===== src/design/ulen_pkg.sv =====
`timescale 1ns / 1ps

package ulen_pkg;

    // Character codes used by the decoder
    localparam logic [7:0]  C_NUL = 8'h00;
    localparam logic [7:0]  C_LF  = 8'h0A;
    localparam logic [7:0]  C_CR  = 8'h0D;
    localparam logic [20:0] C_NEWLINE = 21'h00000A;
    localparam logic [20:0] C_NEL = 21'h000085;
    localparam logic [20:0] C_LS  = 21'h002028;
    localparam logic [20:0] C_PS  = 21'h002029;

    // Result queue depth (two results may be pushed per byte)
    localparam int unsigned RQ_DEPTH = 4;
    localparam int unsigned RQ_AW    = 2;

    typedef struct packed {
        logic        has_char;
        logic [20:0] code_point;
        logic        run_end;
        logic        decode_ok;
    } t_result;

    // Push request from the decoder to the result queue
    typedef struct packed {
        logic [1:0] cnt;
        t_result    first;
        t_result    second;
    } t_push;

endpackage


===== src/design/ulen_if.sv =====
`timescale 1ns / 1ps

// Raw byte channel
interface ulen_byte_if;
    logic       valid;
    logic       ready;
    logic [7:0] data_byte;
    logic       end_of_data;

    modport source (output valid, output data_byte, output end_of_data, input ready);
    modport sink   (input valid, input data_byte, input end_of_data, output ready);
endinterface

// Decoded result channel
interface ulen_char_if;
    logic        valid;
    logic        ready;
    logic        has_char;
    logic [20:0] code_point;
    logic        run_end;
    logic        decode_ok;

    modport source (output valid, output has_char, output code_point, output run_end,
                    output decode_ok, input ready);
    modport sink   (input valid, input has_char, input code_point, input run_end,
                    input decode_ok, output ready);
endinterface

// Configuration write channel (skip count)
interface ulen_cfg_if;
    logic        valid;
    logic        ready;
    logic [15:0] data;

    modport source (output valid, output data, input ready);
    modport sink   (input valid, input data, output ready);
endinterface


===== src/design/ulen_res_queue.sv =====
`timescale 1ns / 1ps

// Small result queue: up to two pushes and one pop per cycle
module ulen_res_queue (
    input  logic              i_clk,
    input  logic              i_rst_n,
    input  ulen_pkg::t_push   i_push,
    input  logic              i_pop,
    output ulen_pkg::t_result o_head,
    output logic              o_valid,
    output logic              o_free2
);

    ulen_pkg::t_result r_mem [ulen_pkg::RQ_DEPTH];
    logic [ulen_pkg::RQ_AW-1:0] r_wptr, n_wptr;
    logic [ulen_pkg::RQ_AW-1:0] r_rptr, n_rptr;
    logic [ulen_pkg::RQ_AW:0]   r_cnt, n_cnt;
    logic                       pop_ok;

    assign pop_ok  = i_pop && (r_cnt != '0);
    assign o_valid = (r_cnt != '0);
    assign o_head  = r_mem[r_rptr];
    assign o_free2 = (r_cnt <= (ulen_pkg::RQ_AW + 1)'(ulen_pkg::RQ_DEPTH - 2));

    // Pointer and fill count update
    always_comb begin
        n_wptr = r_wptr + ulen_pkg::RQ_AW'(i_push.cnt);
        n_rptr = r_rptr + ulen_pkg::RQ_AW'(pop_ok);
        n_cnt  = r_cnt + (ulen_pkg::RQ_AW + 1)'(i_push.cnt)
                       - (ulen_pkg::RQ_AW + 1)'(pop_ok);
    end

    always_ff @(posedge i_clk) begin
        if (!i_rst_n) begin
            r_wptr <= '0;
            r_rptr <= '0;
            r_cnt  <= '0;
        end else begin
            r_wptr <= n_wptr;
            r_rptr <= n_rptr;
            r_cnt  <= n_cnt;
        end
    end

    // Storage writes
    always_ff @(posedge i_clk) begin
        if (i_push.cnt != 2'd0) begin
            r_mem[r_wptr] <= i_push.first;
        end
        if (i_push.cnt == 2'd2) begin
            r_mem[r_wptr + ulen_pkg::RQ_AW'(1)] <= i_push.second;
        end
    end

endmodule


===== src/design/utf8_decode_line_end_normalize_unit.sv =====
`timescale 1ns / 1ps

// Channel   Dir  Transfer moves                      Notes
// i_byte    in   data_byte[7:0], end_of_data         one raw stream byte
// o_char    out  has_char, code_point[20:0],         0, 1 or 2 results per byte
//                run_end, decode_ok
// i_cfg     in   data[15:0]                          skip count, ready always high
//
// One byte is taken every cycle unless the input register holds; each byte is
// decoded combinationally from the input register and its results are written
// into the result queue, then read from its head. Results leave at one per cycle
// while o_char.ready is high; a byte at stream end may push two results. The input
// register holds while the four-entry result queue lacks room for two results.
// Synchronous active-low reset clears the stream state, skip count and queue.
module utf8_decode_line_end_normalize_unit (
    input  logic i_clk,
    input  logic i_rst_n,
    ulen_byte_if.sink   i_byte,
    ulen_char_if.source o_char,
    ulen_cfg_if.sink    i_cfg
);

    // Configuration
    logic [15:0] r_skip_count;

    // Input register
    logic       r_in_valid;
    logic [7:0] r_in_byte;
    logic       r_in_eod;

    // Stream state
    logic        r_pend_cr, n_pend_cr;
    logic        r_halted, n_halted;
    logic        r_err, n_err;
    logic [20:0] r_partial, n_partial;
    logic [1:0]  r_remain, n_remain;
    logic [1:0]  r_seqlen, n_seqlen;
    logic [15:0] r_skipped, n_skipped;

    logic              proc;
    logic              q_free2;
    logic              q_valid;
    ulen_pkg::t_result q_head;
    ulen_pkg::t_push   push;

    logic        ch_valid;
    logic [20:0] ch_cp;
    logic        ch_ok;
    logic        sec_ok;
    logic [20:0] cp;
    logic        bad;
    logic        bad_end;
    ulen_pkg::t_result ch_res;
    ulen_pkg::t_result fin_res;

    assign proc         = r_in_valid && q_free2;
    assign i_byte.ready = !r_in_valid || proc;
    assign i_cfg.ready  = 1'b1;

    // Configuration register
    always_ff @(posedge i_clk) begin
        if (!i_rst_n) begin
            r_skip_count <= '0;
        end else if (i_cfg.valid) begin
            r_skip_count <= i_cfg.data;
        end
    end

    // Input register
    always_ff @(posedge i_clk) begin
        if (!i_rst_n) begin
            r_in_valid <= 1'b0;
        end else if (i_byte.ready) begin
            r_in_valid <= i_byte.valid;
        end
    end

    always_ff @(posedge i_clk) begin
        if (i_byte.valid && i_byte.ready) begin
            r_in_byte <= i_byte.data_byte;
            r_in_eod  <= i_byte.end_of_data;
        end
    end

    // First continuation byte range check (overlong, surrogate, above max)
    always_comb begin
        sec_ok = 1'b1;
        if (r_seqlen == 2'd2) begin
            if (r_partial == 21'h0 && r_in_byte < 8'hA0) sec_ok = 1'b0;
            if (r_partial == 21'hD && r_in_byte > 8'h9F) sec_ok = 1'b0;
        end else if (r_seqlen == 2'd3) begin
            if (r_partial == 21'h0 && r_in_byte < 8'h90) sec_ok = 1'b0;
            if (r_partial == 21'h4 && r_in_byte > 8'h8F) sec_ok = 1'b0;
        end
    end

    // Byte decode
    always_comb begin
        n_pend_cr = r_pend_cr;
        n_halted  = r_halted;
        n_err     = r_err;
        n_partial = r_partial;
        n_remain  = r_remain;
        n_seqlen  = r_seqlen;
        n_skipped = r_skipped;
        ch_valid  = 1'b0;
        ch_cp     = '0;
        bad       = 1'b0;
        cp        = {r_partial[14:0], r_in_byte[5:0]};

        if (!r_halted) begin
            priority if (r_skipped < r_skip_count) begin
                n_skipped = r_skipped + 16'd1;
            end else if (r_remain != 2'd0) begin
                priority if (r_in_byte[7:6] != 2'b10) begin
                    bad = 1'b1;
                end else if (r_remain == r_seqlen && !sec_ok) begin
                    bad = 1'b1;
                end else begin
                    n_partial = cp;
                    n_remain  = r_remain - 2'd1;
                    if (r_remain == 2'd1) begin
                        ch_valid = 1'b1;
                        if (cp == ulen_pkg::C_NEL || cp == ulen_pkg::C_LS
                                || cp == ulen_pkg::C_PS) begin
                            ch_cp = ulen_pkg::C_NEWLINE;
                        end else begin
                            ch_cp     = cp;
                            n_pend_cr = 1'b0;
                        end
                    end
                end
            end else if (r_in_byte == ulen_pkg::C_NUL) begin
                n_halted = 1'b1;
            end else if (r_in_byte == ulen_pkg::C_LF) begin
                ch_valid  = !r_pend_cr;
                ch_cp     = ulen_pkg::C_NEWLINE;
                n_pend_cr = 1'b0;
            end else if (r_in_byte == ulen_pkg::C_CR) begin
                ch_valid  = 1'b1;
                ch_cp     = ulen_pkg::C_NEWLINE;
                n_pend_cr = 1'b1;
            end else if (r_in_byte < 8'h80) begin
                ch_valid  = 1'b1;
                ch_cp     = {13'd0, r_in_byte};
                n_pend_cr = 1'b0;
            end else if (r_in_byte >= 8'hC2 && r_in_byte <= 8'hDF) begin
                n_partial = {16'd0, r_in_byte[4:0]};
                n_seqlen  = 2'd1;
                n_remain  = 2'd1;
            end else if (r_in_byte >= 8'hE0 && r_in_byte <= 8'hEF) begin
                n_partial = {17'd0, r_in_byte[3:0]};
                n_seqlen  = 2'd2;
                n_remain  = 2'd2;
            end else if (r_in_byte >= 8'hF0 && r_in_byte <= 8'hF4) begin
                n_partial = {18'd0, r_in_byte[2:0]};
                n_seqlen  = 2'd3;
                n_remain  = 2'd3;
            end else begin
                bad = 1'b1;
            end
        end

        // Malformed sequence
        if (bad) begin
            n_err     = 1'b1;
            n_halted  = 1'b1;
            n_pend_cr = 1'b0;
            n_remain  = 2'd0;
        end

        ch_ok = !r_err;

        // Truncated sequence at stream end
        bad_end = r_in_eod && !n_halted && (n_remain != 2'd0);
        if (bad_end) begin
            n_err     = 1'b1;
            n_halted  = 1'b1;
            n_pend_cr = 1'b0;
            n_remain  = 2'd0;
        end

        fin_res.has_char   = n_pend_cr;
        fin_res.code_point = n_pend_cr ? ulen_pkg::C_NEWLINE : 21'd0;
        fin_res.run_end    = 1'b1;
        fin_res.decode_ok  = !n_err;

        ch_res.has_char    = 1'b1;
        ch_res.code_point  = ch_cp;
        ch_res.run_end     = 1'b0;
        ch_res.decode_ok   = ch_ok;

        // Stream end clears everything but the skip count
        if (r_in_eod) begin
            n_pend_cr = 1'b0;
            n_halted  = 1'b0;
            n_err     = 1'b0;
            n_partial = '0;
            n_remain  = '0;
            n_seqlen  = '0;
            n_skipped = '0;
        end
    end

    // Results pushed for this byte, packed in order
    always_comb begin
        push.cnt    = 2'd0;
        push.first  = ch_res;
        push.second = fin_res;
        if (proc) begin
            push.cnt = {1'b0, ch_valid} + {1'b0, r_in_eod};
            if (!ch_valid) begin
                push.first = fin_res;
            end
        end
    end

    // Stream state registers
    always_ff @(posedge i_clk) begin
        if (!i_rst_n) begin
            r_pend_cr <= 1'b0;
            r_halted  <= 1'b0;
            r_err     <= 1'b0;
            r_partial <= '0;
            r_remain  <= '0;
            r_seqlen  <= '0;
            r_skipped <= '0;
        end else if (proc) begin
            r_pend_cr <= n_pend_cr;
            r_halted  <= n_halted;
            r_err     <= n_err;
            r_partial <= n_partial;
            r_remain  <= n_remain;
            r_seqlen  <= n_seqlen;
            r_skipped <= n_skipped;
        end
    end

    ulen_res_queue u_queue (
        .i_clk   (i_clk),
        .i_rst_n (i_rst_n),
        .i_push  (push),
        .i_pop   (o_char.ready),
        .o_head  (q_head),
        .o_valid (q_valid),
        .o_free2 (q_free2)
    );

    assign o_char.valid      = q_valid;
    assign o_char.has_char   = q_head.has_char;
    assign o_char.code_point = q_head.code_point;
    assign o_char.run_end    = q_head.run_end;
    assign o_char.decode_ok  = q_head.decode_ok;

    // Assertions
    a_end_clears: assert property (@(posedge i_clk) disable iff (!i_rst_n)
        proc && r_in_eod |=> (r_skipped == 16'd0) && !r_halted && !r_err && !r_pend_cr)
        else $error("stream state not cleared after end of data");

    a_no_push_full: assert property (@(posedge i_clk) disable iff (!i_rst_n)
        !q_free2 |-> (push.cnt == 2'd0))
        else $error("push into result queue without room");

    a_final_char: assert property (@(posedge i_clk) disable iff (!i_rst_n)
        o_char.valid && o_char.run_end && o_char.has_char
            |-> (o_char.code_point == ulen_pkg::C_NEWLINE))
        else $error("final result carries a character other than newline");

    a_held_input: assert property (@(posedge i_clk) disable iff (!i_rst_n)
        r_in_valid && !q_free2 |=> r_in_valid && $stable(r_in_byte))
        else $error("stalled input byte lost");

endmodule

===== src/flat_wrapper.sv =====
// flat-port wrapper written by rule: the top's interface ports become plain ports
module utf8_decode_line_end_normalize_unit_flat 
  (i_clk, i_rst_n, i_byte_valid, i_byte_data_byte, i_byte_end_of_data, i_byte_ready, o_char_valid, o_char_has_char, o_char_code_point, o_char_run_end, o_char_decode_ok, o_char_ready, i_cfg_valid, i_cfg_data, i_cfg_ready);
  ulen_byte_if i_byte_i ();
  ulen_char_if o_char_i ();
  ulen_cfg_if i_cfg_i ();
  input  logic i_clk;
  input  logic i_rst_n;
  input wire logic [$bits(i_byte_i.valid)-1:0] i_byte_valid;
  input wire logic [$bits(i_byte_i.data_byte)-1:0] i_byte_data_byte;
  input wire logic [$bits(i_byte_i.end_of_data)-1:0] i_byte_end_of_data;
  output wire logic [$bits(i_byte_i.ready)-1:0] i_byte_ready;
  output wire logic [$bits(o_char_i.valid)-1:0] o_char_valid;
  output wire logic [$bits(o_char_i.has_char)-1:0] o_char_has_char;
  output wire logic [$bits(o_char_i.code_point)-1:0] o_char_code_point;
  output wire logic [$bits(o_char_i.run_end)-1:0] o_char_run_end;
  output wire logic [$bits(o_char_i.decode_ok)-1:0] o_char_decode_ok;
  input wire logic [$bits(o_char_i.ready)-1:0] o_char_ready;
  input wire logic [$bits(i_cfg_i.valid)-1:0] i_cfg_valid;
  input wire logic [$bits(i_cfg_i.data)-1:0] i_cfg_data;
  output wire logic [$bits(i_cfg_i.ready)-1:0] i_cfg_ready;
  assign i_byte_i.valid = i_byte_valid;
  assign i_byte_i.data_byte = i_byte_data_byte;
  assign i_byte_i.end_of_data = i_byte_end_of_data;
  assign i_byte_ready = i_byte_i.ready;
  assign o_char_valid = o_char_i.valid;
  assign o_char_has_char = o_char_i.has_char;
  assign o_char_code_point = o_char_i.code_point;
  assign o_char_run_end = o_char_i.run_end;
  assign o_char_decode_ok = o_char_i.decode_ok;
  assign o_char_i.ready = o_char_ready;
  assign i_cfg_i.valid = i_cfg_valid;
  assign i_cfg_i.data = i_cfg_data;
  assign i_cfg_ready = i_cfg_i.ready;
  utf8_decode_line_end_normalize_unit u_core (.i_clk(i_clk), .i_rst_n(i_rst_n), .i_byte(i_byte_i), .o_char(o_char_i), .i_cfg(i_cfg_i));
endmodule

===== config.mk =====
export PLATFORM = sky130hd
export DESIGN_NAME = utf8_decode_line_end_normalize_unit_flat
export DESIGN_NICKNAME = d
export VERILOG_FILES = /design/src/design/ulen_pkg.sv /design/src/design/ulen_if.sv /design/src/design/ulen_res_queue.sv /design/src/design/utf8_decode_line_end_normalize_unit.sv /design/src/flat_wrapper.sv
export SDC_FILE = /design/constraint.sdc
export NUM_CORES = 1
export LEC_CHECK = 0
export BUFFER_PORTS_ARGS = -buffer_cell sky130_fd_sc_hd__buf_2
export CORE_ASPECT_RATIO = 1.1
export CORE_MARGIN = 1
export CORE_UTILIZATION = 65
export CTS_BUF_LIST = sky130_fd_sc_hd__clkbuf_4
export CTS_CLUSTER_DIAMETER = 60
export DETAILED_ROUTE_END_ITERATION = 8
export PLACE_DENSITY = 0.85
export SKIP_LAST_GASP = 1
export SYNTH_ARGS = -nofsm -noshare
export SYNTH_HDL_FRONTEND = slang
export SYNTH_SLANG_ARGS = --single-unit

===== constraint.sdc =====
create_clock -name i_clk -period 6.93 [get_ports i_clk]
set_input_delay 0.3465 -clock i_clk [delete_from_list [all_inputs] [get_ports i_clk]]
set_output_delay 0.3465 -clock i_clk [all_outputs]
set_load 0.03 [all_outputs]

**After elaboration in Yosys (flattened, before gate mapping)**

Memories as Yosys holds them, arrays and structs flattened. A register that Yosys moved wholly into a read port is not among the register bits.
Cells that the tools add are included.

- $add $sub $neg: 8
- $lt $le $gt $ge: 13
- Eq/ne operators: 26
- Muxes and demuxes: 113
- Reductions and logical operators: 34

Operators with widths:

| kind | count |
|---|---|
| 21-bit 2-to-1 mux | 23 |
| 1-bit 2-to-1 mux | 56 |
| 2-bit 2-to-1 mux | 27 |
| 16-bit 2-to-1 mux | 3 |
| 21-bit by 14-bit equality test with 1-bit output (second input constant) | 2 |
| 26-bit 2-to-1 mux | 1 |
| 8-bit greater-or-equal comparator (second input constant) | 3 |
| 8-bit <= comparator (second input constant) | 3 |
| 8-bit < comparator (second input constant) | 3 |
| 24-bit 2-to-1 mux | 1 |
| 21-bit by 3-bit equality test with 1-bit output (second input constant) | 1 |
| 21-bit by 4-bit equality test with 1-bit output (second input constant) | 1 |
| 21-bit by 8-bit equality test with 1-bit output (second input constant) | 1 |
| 21-bit logical NOT | 1 |
| 16-bit by 1-bit adder with 16-bit output (second input constant) | 1 |
| 8-bit by 4-bit equality test with 1-bit output (second input constant) | 2 |
| 8-bit > comparator (second input constant) | 2 |
| 16-bit < comparator | 1 |
| 2-bit by 1-bit != test with 1-bit output (second input constant) | 7 |
| 1-bit logical AND | 13 |
| 3-bit by 1-bit != test with 1-bit output (second input constant) | 4 |
| 10-bit AND reduction | 1 |
| 9-bit AND reduction | 1 |
| 8-bit logical NOT | 1 |
| 22 further kinds | 35 |

- Register bits after elaboration: 77
- Memory bits (writable): 96
- Input port bits: 30
- Output and inout port bits: 27
- Memories: 1

Memories:

| memory | depth | width | rd ports | clocked after memory_dff | write ports | RTL line | RTL |
|---|---|---|---|---|---|---|---|
| u_core.u_queue.r_mem | 4 | 24 | 1 | 1 | 2 | ulen_res_queue.sv:14 | `ulen_pkg::t_result r_mem [ulen_pkg::RQ_DEPTH];` |

**Logic depth before layout (Yosys ltp)**

- Depth after elaboration: 24
- Mapped depth: 18

**Modules after synthesis**

A second synthesis with hierarchy kept.

- Cell total of the unflattened synthesis: 766
- Area total of the unflattened synthesis: 9263.9 µm²

Modules (own cells, without submodules):

| module | instances | cells an instance | area each (µm²) | seq. area each (µm²) |
|---|---|---|---|---|
| ulen_res_queue | 1 | 280 | 5136.2 | 3022.9 |
| utf8_decode_line_end_normalize_unit | 1 | 486 | 4127.7 | 1491.4 |

**Worst setup path before layout**

No wires, ideal clock.

- Path type: flip-flop to flip-flop
- Start: reg u_core.r_skipped[10]
- End: mem u_core.u_queue.r_mem[0][0] (netlist name), data pin
- Library setup time: 0.276 ns
- Arrival time: 3.634 ns
- Data required time: 6.654 ns
- Setup slack: 3.021 ns
- Stages on the path, launching flop included: 17
- Path buffers: 4
- Clock period less this slack: 3.909 ns
- Cells stage by stage: dfxtp_1 ha_1 and4_1 a21o_1 o21ba_2 a221o_1 clkbuf_1 o21ai_0 inv_1 ha_1 o21ai_0 or3_1 clkbuf_1 and2_1 clkbuf_1 clkbuf_1 o32ai_1

RTL lines:

| item | RTL line | RTL |
|---|---|---|
| start, declared | utf8_decode_line_end_normalize_unit.sv:38 | `logic [15:0] r_skipped, n_skipped;` |
| start signal, assigned | utf8_decode_line_end_normalize_unit.sv:235 | `r_skipped <= n_skipped;` |
| end, declared | ulen_res_queue.sv:14 |  |

==> implementation parameters <==
Parameter                              Value

Route
  Via count of the routed design    6479
  Vias per inst    6.41
  DRT Wirelength    18800 um
  Antenna viol nets, final    0
  Count of unresolved DRC violations after routing    0
  DRC marker count from the first detailed-route iteration    498
  Drt wl/cell    18.5 um
  First-pass iteration count of the detailed router    6

Clocking
  Clk pin slew, worst setup/hold paths    0.15 ns
  Clock network latency to the later pin of the worst-skew pair    0.60 ns
  Clock tree sinks    173
  Post-CTS setup buffers    0
  Clock tree from TritonCTS    built
  Root buffer selected by CTS    sky130_fd_sc_hd__clkbuf_4
  CTS Buf Count    17
  Bufs on Longest Clock Path    2
  Depth of the CTS H-tree    4

Synthesis
  Dominant combinational cell family by area after synthesis    compound AO/OA/AOI/OAI gates
  Nets in the synthesized netlist    858
  Synth warnings    0
  Multiplexer share of the synthesized area    9.06%
  Portion of the post-synthesis area used by sequential elements    roughly 47%
  Async S/R FF share, synth    0%
  Most frequent cells after synthesis    sky130_fd_sc_hd__dfxtp_1 (148), sky130_fd_sc_hd__nand2_1 (70), sky130_fd_sc_hd__o21ai_0 (66)
  Compound-gate portion of the synthesized area    around a fifth
  Gate Count Post-Synth    around 800
  Area of the mapped netlist    7970 um^2
  Area share of and/or/nand/nor cells after synthesis    between 15 and 20%
  Synthesized-area fraction occupied by adder cells    4.02%
  Top post-synthesis cells by area    sky130_fd_sc_hd__dfxtp_1 (37%), sky130_fd_sc_hd__edfxtp_1 (9.4%), sky130_fd_sc_hd__mux4_2 (6.8%), sky130_fd_sc_hd__a22o_1 (5.8%), sky130_fd_sc_hd__o21ai_0 (4.1%)
  Cell with the most instances after synthesis    sky130_fd_sc_hd__dfxtp_1
  Top-area cell type share of the netlist area    37.2%
  Top cell type by total area after synthesis    sky130_fd_sc_hd__dfxtp_1
  Number of storage elements in the synthesis netlist    173
  Synth Area per Inst    just under 10 um^2
  Parity-gate share of the synthesized area counting xor and xnor cells    ~1.1%
  Number of distinct library cell variants in the gate-level netlist after synthesis    69
  Primary FF master, synth    sky130_fd_sc_hd__dfxtp_1
  Number of enable-type register cells in the synthesized netlist    25

Cells and area
  Fraction of final layout cells sized beyond drive strength 1    15.4%
  Synth-to-Final Area Change    9.31%
  Non-filler cells in the finished layout    1011
  Fill cells    880
  Final nets    898

Pwr
  Peak ir drop on the vdd network    0.148 mV
  Combinational group share of total power    17.4%
  Leakage    between 3 and 4 nW
  Clock share of power    29.9%
  Power, Total    a little over 2 mW
  Areal power density over the cells    roughly 240 nW/um^2
  Reported net switching power    0.630 mW
  Switching power share of the total    around 30%
  Internal power summed over all cells    about 1.4 mW
  Relative contribution of sequential cells to total power    between 50% and 60%

Floorplanning
  Die height    approximately 120 um
  Placeable core area    12000 um^2
  Die Footprint    12700 um^2
  Starting density of the core    66.5%
  Core Rows    42
  Chip width    108 um
  Number of placed I/O pins    57

STA
  Slew at the pin closest to its max-slew limit    1.18 ns
  Crit path time final    4.87 ns
  Worst relative slew slack    approximately a fifth
  Total count of max-transition violations in the final report    0
  Setup repair after global routing missed its margin    false
  Number of hold violations in the final report    0
  Final WS setup    2.06 ns
  Final cycle utilization of the critical path    70.3%
  Highest clock frequency the design can meet    0.205 GHz
  Number of failing setup endpoints in the final timing report    0
  Setup TNS    0 ns
  Max Clock Skew    0.0270 ns

Critical path
  Worst R2R Path Depth    12
  Max Fanout on Critical Path    18
  Critical path class    reg -> reg
  Critical path data required time    7.43 ns
  Critical Path Sink Type    flip-flop
  Worst setup SP type    flip-flop
  Critical path data arrival time    5.37 ns
  Setup slack of the worst register-to-register path    slightly above 2 ns

Min path
  Worst Hold Class    in -> reg
  Worst hold stages    3

Global routing
  Largest net degree at the start of global routing    60
  Vias in the first global route    6377
  Total gr overflow    0
  Global-route wire length before repair    30700 um
  GR Util All Layers    31.2%
  Antenna violations before repair    1

Placement
  Worst setup timing slack at the placement stage    approximately 2.2 ns
  Total of buffers placed on input and output ports    55
  Placer's final routability congestion estimate    0.960
  DPL Wire Length    13100 um
  Count of placed standard cells including taps    962

Flow run
  Count of maximum capacitance violations    0

Outcome
  Result of the run    finished, final reports clean
## repair_timing
| action | in CTS | in global routing |
|---|---|---|
| resized for setup | 0 | 0 |
| setup endpoints to repair | 0 | 0 |
| hold endpoints to repair | 16 | 0 |
| hold buffers | 16 | 0 |
## worst max-delay path: stages (launching register included)
cell	delay (ns)
sky130_fd_sc_hd__edfxtp_1	0.60
sky130_fd_sc_hd__nor2_1	0.27
sky130_fd_sc_hd__a211oi_1	0.13
sky130_fd_sc_hd__a2111oi_2	0.50
sky130_fd_sc_hd__a21oi_2	0.19
sky130_fd_sc_hd__o21ai_0	0.44
sky130_fd_sc_hd__inv_1	0.14
sky130_fd_sc_hd__ha_1	0.35
sky130_fd_sc_hd__o21ai_0	0.41
sky130_fd_sc_hd__or3_1	0.46
sky130_fd_sc_hd__and2_1	0.74
sky130_fd_sc_hd__inv_1	0.29
sky130_fd_sc_hd__o21a_1	0.24
## cell usage in the layout (no fill, tap or decap), types with 4 or more instances in the layout
master,Yosys,routed
sky130_fd_sc_hd__a211oi_1,5,5
sky130_fd_sc_hd__a21o_1,7,7
sky130_fd_sc_hd__a21oi_1,33,33
sky130_fd_sc_hd__a22o_1,53,53
sky130_fd_sc_hd__and2_1,13,13
sky130_fd_sc_hd__and3_1,5,5
sky130_fd_sc_hd__buf_2,7,55
sky130_fd_sc_hd__clkbuf_4,0,18
sky130_fd_sc_hd__dfxtp_1,148,148
sky130_fd_sc_hd__dlygate4sd3_1,0,16
sky130_fd_sc_hd__edfxtp_1,25,25
sky130_fd_sc_hd__ha_1,24,24
sky130_fd_sc_hd__inv_1,39,39
sky130_fd_sc_hd__inv_6,0,5
sky130_fd_sc_hd__inv_8,0,4
sky130_fd_sc_hd__mux2i_1,17,17
sky130_fd_sc_hd__mux4_2,24,24
sky130_fd_sc_hd__nand2_1,70,70
sky130_fd_sc_hd__nand3_1,45,45
sky130_fd_sc_hd__nand4_1,6,6
sky130_fd_sc_hd__nor2_1,27,27
sky130_fd_sc_hd__nor2b_1,21,21
sky130_fd_sc_hd__nor3_1,8,8
sky130_fd_sc_hd__o211ai_1,5,5
sky130_fd_sc_hd__o21a_1,8,8
sky130_fd_sc_hd__o21ai_0,66,66
sky130_fd_sc_hd__or2_2,6,6
sky130_fd_sc_hd__or3_1,21,21
sky130_fd_sc_hd__xnor2_1,7,7
## registers in the layout, summed over array words and instances, names as in the netlist, 2 cells and up
register / cells
u_core.r_remain: 2
u_core.r_in_byte: 8
u_core.u_queue.r_rptr: 2
u_core.u_queue.r_cnt: 3
u_core.u_queue.r_mem: 96
u_core.r_skipped: 16
u_core.r_skip_count: 16
u_core.r_partial: 21
u_core.r_seqlen: 2
u_core.u_queue.r_wptr: 2
## stage by stage
stage,utilization (%),area [um^2],hold WS (ns)
final,72.7,8710,0.0247
after global routing,72.7,8710,0.00390
after CTS,72.7,8710,0.00410
after detailed placement,68.8,8250,0.437
after global placement,68.8,8250,0.428
after floorplan,-,7970,0.420
## routing by layer
metal	global-route usage (%)	wire length [um]
met5	0	0
met4	14.2	543
met3	5.85	1280
met2	52.8	9460
met1	38.2	7470
## worst paths after layout
| check | from | end |
|---|---|---|
| worst min-delay path | i_cfg_data[10] | u_core.r_skip_count[10] |
| worst max register to register | u_core.r_in_byte[5] | u_core.u_queue.r_mem[0][1] |
| worst min register to register | u_core.u_queue.r_mem[2][8] | u_core.u_queue.r_mem[2][8] |
| worst max-delay path | u_core.r_in_byte[5] | u_core.u_queue.r_mem[0][1] |
## cell type report
cell class,count,area [um^2],share of cell area [%]
multi-input combinational,538,3890,44.7
sequential,173,3710,42.6
timing repair buffer,74,458,5.26
tap,154,193,2.21
clock inverter,14,169,1.94
inverter,39,146,1.68
clock buffer,18,135,1.55
antenna,1,2.50,0.0287
## power by group through the flow
stage                     Clock, mW  Combinational, mW  Sequential [mW]
final                         0.617              0.359             1.09
after global routing          0.669              0.396             1.09
after CTS                     0.623              0.362             1.09
after detailed placement          0              0.354             1.11
after global placement            0              0.340             1.11
after floorplan                   0              0.285             1.09
## cell families after synthesis
group           Yosys count
simple gates            241
compound gates          219
flops                   173
buf+inv                  92
mux                      42
fa+ha+maj                25
xor+xnor                 10
other cells               1
No activity file was read; power rests on OpenSTA's default activity.
